[config.mk]
export PLATFORM = sky130hd
export DESIGN_NAME = rpct_match
export DESIGN_NICKNAME = d
export VERILOG_FILES = /design/src/sv/rpct_pkg.sv /design/src/sv/rpct_match.sv
export SDC_FILE = /design/constraint.sdc
export NUM_CORES = 1
export LEC_CHECK = 0
export BUFFER_PORTS_ARGS = -buffer_cell sky130_fd_sc_hd__buf_2
export CAP_MARGIN = 15
export CELL_PAD_IN_SITES_DETAIL_PLACEMENT = 0
export CELL_PAD_IN_SITES_GLOBAL_PLACEMENT = 1
export CORE_MARGIN = 2
export CORE_UTILIZATION = 20
export DETAILED_ROUTE_END_ITERATION = 10
export GPL_ROUTABILITY_DRIVEN = 0
export GPL_TIMING_DRIVEN = 0
export PLACE_DENSITY = 0.86
export REMOVE_ABC_BUFFERS = 1
export SYNTH_ARGS = -nofsm -noshare
export SYNTH_HDL_FRONTEND = slang
export SYNTH_SLANG_ARGS = --single-unit
[constraint.sdc]
create_clock -name vclk -period 4.65
set_clock_uncertainty 0.1 [all_clocks]
set_input_delay 0.93 -clock vclk [all_inputs]
set_output_delay 0.93 -clock vclk [all_outputs]
set_load 0.005 [all_outputs]
[src/sv/rpct_pkg.sv]
package rpct_pkg;

	localparam int TABLE_DEPTH_DEF = 64;
	localparam int COUNT_BITS_DEF  = 16;

	localparam int MAC_W     = 48;
	localparam int FLEN_W    = 12;
	localparam int RLEN_W    = 8;
	localparam int MAXPL_W   = 12;
	localparam int THR_W     = 16;
	localparam int HDR_W     = 8;
	localparam int CFG_IDX_W = 2;
	localparam int CFG_W     = 16;
	localparam int IDX_OUT_W = 6;
	localparam int CNT_OUT_W = 16;
	localparam int PL_W      = 14;

	localparam logic [CFG_IDX_W-1:0] REG_MAX_PAYLOAD = 2'd0;
	localparam logic [CFG_IDX_W-1:0] REG_ALARM_THR   = 2'd1;
	localparam logic [CFG_IDX_W-1:0] REG_HEADER      = 2'd2;

	localparam logic [MAXPL_W-1:0] MAX_PAYLOAD_RST = 12'd100;
	localparam logic [THR_W-1:0]   ALARM_THR_RST   = 16'd10;
	localparam logic [HDR_W-1:0]   HEADER_RST      = 8'd27;

	typedef enum logic [1:0] {
		ACT_IGNORED  = 2'd0,
		ACT_HIT      = 2'd1,
		ACT_INSERTED = 2'd2,
		ACT_DROPPED  = 2'd3
	} action_t;

	typedef struct packed {
		logic hit;
		logic alarm;
	} match_t;

	// Payload length must land in 1..max_payload.
	function automatic logic payload_ok(input logic [FLEN_W-1:0] flen,
			input logic [RLEN_W-1:0] rlen, input logic [HDR_W-1:0] hdr,
			input logic [MAXPL_W-1:0] max_pl);
		logic [PL_W-1:0] pl;
		pl = {2'b00, flen} - {6'b0, rlen} - {6'b0, hdr};
		return !pl[PL_W-1] && (pl != '0) && (pl[PL_W-2:0] <= {1'b0, max_pl});
	endfunction

endpackage

[src/sv/rpct_match.sv]
module rpct_match
	import rpct_pkg::*;
#(
	parameter int COUNT_BITS = COUNT_BITS_DEF
) (
	input  logic [MAC_W-1:0]      ent_src,
	input  logic [MAC_W-1:0]      ent_dst,
	input  logic [COUNT_BITS-1:0] ent_cnt,
	input  logic [MAC_W-1:0]      key_src,
	input  logic [MAC_W-1:0]      key_dst,
	input  logic [THR_W-1:0]      threshold,
	output match_t                res,
	output logic [COUNT_BITS-1:0] next_cnt
);

	localparam int CMP_W = (COUNT_BITS > THR_W) ? COUNT_BITS : THR_W;

	logic [CMP_W-1:0] cnt_ext;
	logic [CMP_W-1:0] thr_ext;

	// Saturate at all ones.
	assign next_cnt = (ent_cnt == '1) ? ent_cnt : ent_cnt + 1'b1;

	assign cnt_ext = CMP_W'(next_cnt);
	assign thr_ext = CMP_W'(threshold);

	assign res.hit   = (ent_src == key_src) && (ent_dst == key_dst);
	assign res.alarm = cnt_ext >= thr_ext;

endmodule

==> impl_metrics.yaml, run 1 <==
power:
  power.leakage_nw: 1.623
  total_power_mw: 0.2597
  vdd_drop_max_v: 0.00004095
  powerDensity_nw_per_um2: 83.27
  p_int_mw: 0.1477
  seq_power_share: 0
  power_frac_clock: 0
  pwr-share-comb: 1.000
  switching_share: 0.4312
  power.switching_mw: 0.1120
flow_run:
  maxCapViolCount: 0
grt:
  groute.usage.overall: 0.1811
  grt_pass1_wl_um: 13660
  grt_pass1_vias: 2591
  grt_max_degree: 13
  antenna_found_initial: 7
  grt-ovfl-total: 0
die:
  start_util: 0.2057
  die_area_um2: 9699
  core_um2: 8678
  die_x_um: 98.49
  fp-row-count: 34
  die-height_um: 98.49
  io_pins: 242
finish:
  layout-drive-gt1-share: 0.5243
  nClkBuffers: 0
  nets: 716
  seq_area_um2: 0
  area_growth_pct: 74.70
  seq_cells: 0
critical_path:
  critPathLaunchType: "primary input"
  crit_arrival_ns: 3.44
  crit_type: "in2out"
  critPathCaptureType: "output pin"
  setup.worst_path.end: "res[0]"
  startpoint: "ent_cnt[7]"
  cp.required_ns: 3.62
  critPathMaxFanout: 12
synthesis:
  netlist_instances: 233
  synth_area_um2: 1785
  synth_area_leader_cell: "xnor2_1"
  synth_cell_types: 27
  ys_warn_count: 0
  syn_area_per_cell_um2: 7.663
  synth.area.top_cells: "xnor2_1, xor2_1, ha_1, nand4_1, nor4_1"
  synth_top_area_share: 0.3532
  ys_seq_area_frac: 0
drt:
  post_drt_wl_per_cell_um: 16.46
  drtIter0Drc: 55
  drc: 0
  avgViaCountPerCell: 4.325
  ant_nets: 0
  vias: 2530
  wl_um: 9632
  dr.pass1.iters: 4
sta:
  finalCriticalPeriod_ns: 4.475
  tns_ns: 0
  finalSetupViolCount: 0
  hold_violations: 0
  slew_violations: 0
  tightest_slew_ns: 0.4282
  grt_setup_unrepaired: "no"
  finalCritPeriodShare: 0.9623
  hold_ws_ns: 2.087
  fmax_mhz: 223.5
  relSlewSlack: 0.7119
  fin_ws_ns: 0.1755
placed_design:
  port_buffers: 242
  place_ws_ns: 0.1405
  dp_hpwl_um: 9260
min_path:
  holdCritPathClass: "in2out"
  holdPathStages: 3
clock_network:
  cts_hold_buf: 0
  postCtsSetupRepairBufs: 0
  ctsResizeCount: 0
run_status:
  status: "completed"
## critical path: stages
cell and delay [ns]:
buf_2 0.13, and4_1 0.26, and3_1 0.33, nand3_4 0.20
xnor2_2 0.22, ha_1 0.25, nand2b_1 0.14, a21o_1 0.19
a211o_1 0.29, a211oi_1 0.26, o31ai_1 0.11, buf_2 0.13
## power groups by stage
stage	Clock [mW]	Sequential (mW)	Combinational, mW
6_report	0.000000115	0	0.260
2_1_floorplan	0	0	0.115
5_1_grt	0.0000000287	0	0.287
3_5_place_dp	0	0	0.261
4_1_cts	0	0	0.262
3_3_place_gp	0	0	0.254
## placed cells by master, fill, tap and decap left out, drive strengths merged, types with 3 or more instances in the layout
master,synthesis,final
nand3,7,7
nand2,9,9
diode,0,4
mux2,3,3
and3,3,3
a21o,3,3
xnor2,73,73
nor3,3,3
nand4,25,25
inv,18,18
xor2,32,32
ha,17,17
a21oi,8,8
nor2,7,7
o21ai,3,3
buf,2,242
nor4,12,12
## how the worst min path moves through the flow
stage	startpoint	endpoint	slack, ns
6_report	ent_cnt[3]	next_cnt[3]	2.09
3_3_place_gp	ent_cnt[9]	next_cnt[9]	2.08
5_1_grt	ent_cnt[5]	next_cnt[5]	2.10
2_1_floorplan	ent_cnt[11]	next_cnt[11]	1.84
3_5_place_dp	ent_cnt[9]	next_cnt[9]	2.09
4_1_cts	ent_cnt[9]	next_cnt[9]	2.09
## cell families (layout without fill, tap and decap cells)
logic type | count (synthesis) | in the layout | synth area share
xor+xnor | 105 | 105 | 0.5193
buf+inv | 20 | 260 | 0.05045
fa+ha+maj | 17 | 17 | 0.1191
mux | 4 | 4 | 0.02453
other cells | 0 | 4 | 0
simple gates | 68 | 68 | 0.2214
compound gates | 19 | 19 | 0.06518
## metal layers
metal / wire, um / share of wire / track usage / vias to the layer above
met1: 3785 / 0.39 / 0.2248 / 1086
met3: 1050 / 0.11 / 0.06028 / 8
li1: - / - / - / 1303
met5: 42 / 0.0044 / 0 / -
met2: 4722 / 0.49 / 0.3234 / 127
met4: 31 / 0.0032 / 0.004215 / 6
## Yosys cell counts (2+ instances only)
cell,instances
a21o_1,3
a21oi_1,8
and3_1,3
buf_6,2
ha_1,17
inv_1,18
mux2_2,3
nand2_1,9
nand3_1,6
nand4_1,25
nor2_1,6
nor3_1,3
nor4_1,12
o21ai_0,3
xnor2_1,72
xor2_1,32
## final cells by class
type	instances	area, um2
well taps	108	135.1
repair buffers	242	1211
multi-input cells	213	1695
diodes	4	10.01
inverters	18	67.56
fillers	967	5559
## stage by stage
stage,cell area (um2),util,cells
global route,3112,0.3586,582
finish,3119,0.3594,585
detailed placement,3109,0.3583,581
global placement,3109,0.3583,581
CTS,3109,0.3583,581
floorplan,1763,-,231
No activity file was read; power rests on OpenSTA's default activity.
==> run 2, diff against run 1 <==
Settings changed: PLACE_DENSITY 0.86 to default, PLACE_DENSITY_LB_ADDON from default to 0.1.
==> run 2 against run 1 <==
Against the previous run:
- critical endpoint unchanged
- cell count shrank 0.51%
- via count shrank 3.5%
- largest power group unchanged
- final area is essentially flat
- sequential cell count is the same
- first-iteration DRC count shrank 69%
- critical path depth shrank 1
- clock-buffer cell count is the same
- utilization is essentially flat
- largest cell class unchanged
- worst hold slack lost 0.014 ns
- non-clock buffer count grew 1
==> impl_metrics.yaml, run 2 (synthesis gave the netlist of run 1 again) <==
critical_path:
  cp.required_ns: 3.62
  critPathMaxFanout: 12
  crit_arrival_ns: 3.39
  critPathLaunchType: "primary input"
  critPathCaptureType: "output pin"
  crit_type: "in2out"
die:
  die_x_um: 98.49
  start_util: 0.2057
  die_area_um2: 9699
  io_pins: 242
  core_um2: 8678
  fp-row-count: 34
  die-height_um: 98.49
finish:
  nets: 717
  layout_common_cells: "buf_2, xnor2_1, xor2_1"
  seq_cells: 0
  nClkBuffers: 0
  diodes: 0
  final_common_cell: "buf_2"
  layout-drive-gt1-share: 0.5274
  final_core_util: 0.3593
  n_fill_cell: 998
  seq_area_um2: 0
  area_growth_pct: 74.63
grt:
  grt_pass1_wl_um: 11580
  grt-ovfl-total: 0
  grt_max_degree: 13
  antenna_found_initial: 0
  groute.usage.overall: 0.1443
  grt_pass1_vias: 2621
drt:
  drtIter0Drc: 17
  post_drt_wl_per_cell_um: 12.90
  ant_nets: 0
  avgViaCountPerCell: 4.196
  vias: 2442
  drc: 0
  dr.pass1.iters: 4
  wl_um: 7505
sta:
  finalCriticalPeriod_ns: 4.424
  tightest_slew_ns: 0.4172
  hold_violations: 0
  slew_violations: 0
  finalCritPeriodShare: 0.9515
  fin_ws_ns: 0.2255
  tns_ns: 0
  finalSetupViolCount: 0
  fmax_mhz: 226.0
  relSlewSlack: 0.7193
  grt_setup_unrepaired: "no"
  hold_ws_ns: 2.073
power:
  power.leakage_nw: 1.628
  vdd_drop_max_v: 0.00003037
  powerDensity_nw_per_um2: 80.20
placed_design:
  port_buffers: 242
  place_ws_ns: 0.04531
  dp_hpwl_um: 7363
clock_network:
  cts_hold_buf: 0
run_status:
  status: "completed"
min_path:
  holdCritPathClass: "in2out"
flow_run:
  maxCapViolCount: 0
-- run 2: changes by cell type in the layout (fill, tap and decap cells not counted), sizes merged --
cell,delta
diode,-4
buf,+1
-- run 2: cell type report --
cell class | count | area [um2] | area share
inverters | 18 | 67.56 | 0.02167
multi-input cells | 213 | 1697 | 0.5441
well taps | 108 | 135.1 | 0.04334
repair buffers | 243 | 1219 | 0.3909
-- run 2: timing repair --
| item | in CTS | in global routing |
|---|---|---|
| setup endpoints to repair | 0 | 1 |
| setup buffers | 0 | 1 |
| gates resized for setup | 0 | 1 |
-- run 2: path summary, 6_finish.rpt --
path | from | end | slack, ns | cells past startpoint
hold / removal | ent_cnt[12] | next_cnt[12] | 2.07 | 3
setup / recovery | ent_cnt[7] | res[0] | 0.23 | 11
-- run 2: worst max-delay path, stage by stage --
cell,delay (ns)
buf_2,0.13
and4_1,0.22
and3_2,0.27
nand3_4,0.18
mux2_2,0.37
ha_1,0.27
a21o_1,0.16
a211o_1,0.29
a211oi_1,0.30
o31ai_1,0.12
buf_2,0.14
-- run 2: metal layers --
layer | GRT usage | vias up | part of all wire
met4 | 0.01581 | 0 | 0.013
met3 | 0.03901 | 8 | 0.094
met2 | 0.3030 | 109 | 0.56
met1 | 0.1423 | 1021 | 0.33
met5 | 0 | - | 0
li1 | - | 1304 | -
-- run 2: where the power goes --
| part | internal (mW) | leakage [nW] | total, mW | switching, mW |
|---|---|---|---|---|
| sequential | 0 | 0 | 0 | 0 |
| combinational | 0.148 | 1.63 | 0.250 | 0.102 |
| clock | 0 | 0 | 0 | 0 |
| total | 0.148 | 1.63 | 0.250 | 0.102 |
-- run 2: metrics by stage --
stage | area (um2) | instances | power, mW
floorplan | 1763 | 231 | 0.1151
global placement | 3109 | 581 | 0.2505
detailed placement | 3109 | 581 | 0.2539
CTS | 3109 | 581 | 0.2553
global route | 3118 | 582 | 0.2820
finish | 3118 | 582 | 0.2501
==> run 3, diff against run 2 <==
--- a/config.mk
+++ b/config.mk
@@ -8,12 +8,9 @@
 export BUFFER_PORTS_ARGS = -buffer_cell sky130_fd_sc_hd__buf_2
 export CAP_MARGIN = 15
-export CELL_PAD_IN_SITES_DETAIL_PLACEMENT = 0
-export CELL_PAD_IN_SITES_GLOBAL_PLACEMENT = 1
-export CORE_MARGIN = 2
-export CORE_UTILIZATION = 20
+export CORE_AREA = 2 2 93 95
 export DETAILED_ROUTE_END_ITERATION = 10
+export DIE_AREA = 0 0 95 97
 export GPL_ROUTABILITY_DRIVEN = 0
 export GPL_TIMING_DRIVEN = 0
-export PLACE_DENSITY_LB_ADDON = 0.1
 export REMOVE_ABC_BUFFERS = 1
 export SYNTH_ARGS = -nofsm -noshare
==> constraint.sdc (replaced) <==
create_clock -name vclk -period 4.65
set_clock_uncertainty 0.1 [all_clocks]
set_input_delay 0.465 -clock vclk [all_inputs]
set_output_delay 0.465 -clock vclk [all_outputs]
set_load 0.005 [all_outputs]
==> run 3 against run 2 <==
Against the previous run:
- worst setup slack improved by 0.73 ns
- total power increased by 2.4%
- wire length rose by 7.5%
- maximum frequency up 20%
- combinational power up 2%
- critical path depth is 2 higher
- die area down 5.0%
- final area barely moved
- worst hold slack lost 0.91 ns
- largest cell class unchanged
==> impl_metrics.yaml, run 3 (synthesis gave the netlist of run 1 again) <==
run_status:
  status: "completed"
drt:
  wl_um: 8065
  dr.pass1.iters: 4
  avgViaCountPerCell: 4.239
  drc: 0
  post_drt_wl_per_cell_um: 13.86
  drtIter0Drc: 49
  vias: 2467
  ant_nets: 0
sta:
  finalSetupViolCount: 0
  finalCritPeriodShare: 0.7941
  tightest_slew_ns: 0.4554
  fmax_mhz: 270.8
  relSlewSlack: 0.6936
  fin_ws_ns: 0.9576
  tns_ns: 0
  grt_setup_unrepaired: "no"
  hold_violations: 0
  finalCriticalPeriod_ns: 3.692
  slew_violations: 0
die:
  die_x_um: 95
  start_util: 0.2195
  die_area_um2: 9215
  die-height_um: 97
  fp-row-count: 33
  io_pins: 242
  core_um2: 8134
critical_path:
  startpoint: "ent_cnt[0]"
  cp.required_ns: 4.09
  crit_type: "in2out"
  critPathLaunchType: "primary input"
  crit_arrival_ns: 3.13
  critPathCaptureType: "output pin"
  critPathMaxFanout: 12
grt:
  grt_max_degree: 13
  antenna_found_initial: 2
  groute.usage.overall: 0.1622
  grt-ovfl-total: 0
  grt_pass1_vias: 2441
  grt_pass1_wl_um: 11850
finish:
  nClkBuffers: 0
  seq_cells: 0
  seq_area_um2: 0
  layout_common_cells: "buf_2, xnor2_1, xor2_1"
  final_common_cell: "buf_2"
  layout-drive-gt1-share: 0.5243
  final_core_util: 0.3830
  design_area_um2: 3115
  area_growth_pct: 74.49
  nets: 716
flow_run:
  maxCapViolCount: 0
placed_design:
  placed_area_um2: 3105
  port_buffers: 242
  dp_hpwl_um: 7815
  place_ws_ns: 0.9402
power:
  power.leakage_nw: 1.623
  total_power_mw: 0.2561
  power.switching_mw: 0.1087
  power_frac_clock: 0
  switching_share: 0.4244
  seq_power_share: 0
  p_int_mw: 0.1474
  powerDensity_nw_per_um2: 82.21
  vdd_drop_max_v: 0.00003059
  pwr-share-comb: 1.000
min_path:
  holdCritPathClass: "in2out"
  holdCritStartpoint: "ent_cnt[5]"
  holdPathEnd: "next_cnt[5]"
  holdPathStages: 3
clock_network:
  cts_hold_buf: 0
  postCtsSetupRepairBufs: 0
  ctsResizeCount: 0
## run 3: cell types whose count changed in the layout (fill, tap and decap cells not counted), sizes merged
cell   change
diode      +4
buf        -1
## run 3: cell type report
cell class | instances | area (um2)
fill | 886 | 5019
multi-input combinational | 213 | 1695
timing repair buffer | 242 | 1211
tap | 105 | 131.4
inverter | 18 | 67.56
antenna | 4 | 10.01
## run 3: critical path, cell delays in order
cell	delay, ns
buf_2	0.13
ha_1	0.18
nand3_1	0.18
nor2_4	0.26
nand3_4	0.19
xnor2_2	0.19
ha_1	0.26
nand2b_1	0.14
a21o_1	0.18
a211o_1	0.29
a211oi_1	0.35
o31ai_1	0.15
buf_2	0.14
## run 3: layer usage
layer	wire [um]	track usage	vias to the layer above	share of wire
met2	3755	0.2831	138	0.47
li1	-	-	1301	-
met5	0	0	-	0
met1	3457	0.2109	1022	0.43
met4	83	0.01449	0	0.010
met3	769	0.03349	6	0.095
## run 3: power groups by stage
stage               registers, mW  clock network, mW  logic (mW)
CTS                             0                  0       0.259
detailed placement              0                  0       0.258
global placement                0                  0       0.253
floorplan                       0                  0       0.115
global route                    0                  0       0.287
finish                          0        0.000000115       0.256
## run 3: worst max-delay path by stage
| stage | to | cells past startpoint |
|---|---|---|
| 2_1_floorplan | res[0] | 10 |
| 3_3_place_gp | res[0] | 12 |
| 3_5_place_dp | res[0] | 13 |
| 4_1_cts | res[0] | 13 |
| 5_1_grt | res[0] | 13 |
| 6_report | res[0] | 13 |
## run 3: stage by stage
step	instances	hold WS (ns)
after global routing	578	1.183
final	582	1.161
after CTS	578	1.164
after global placement	578	1.154
after floorplan	231	0.9058
after detailed placement	578	1.163
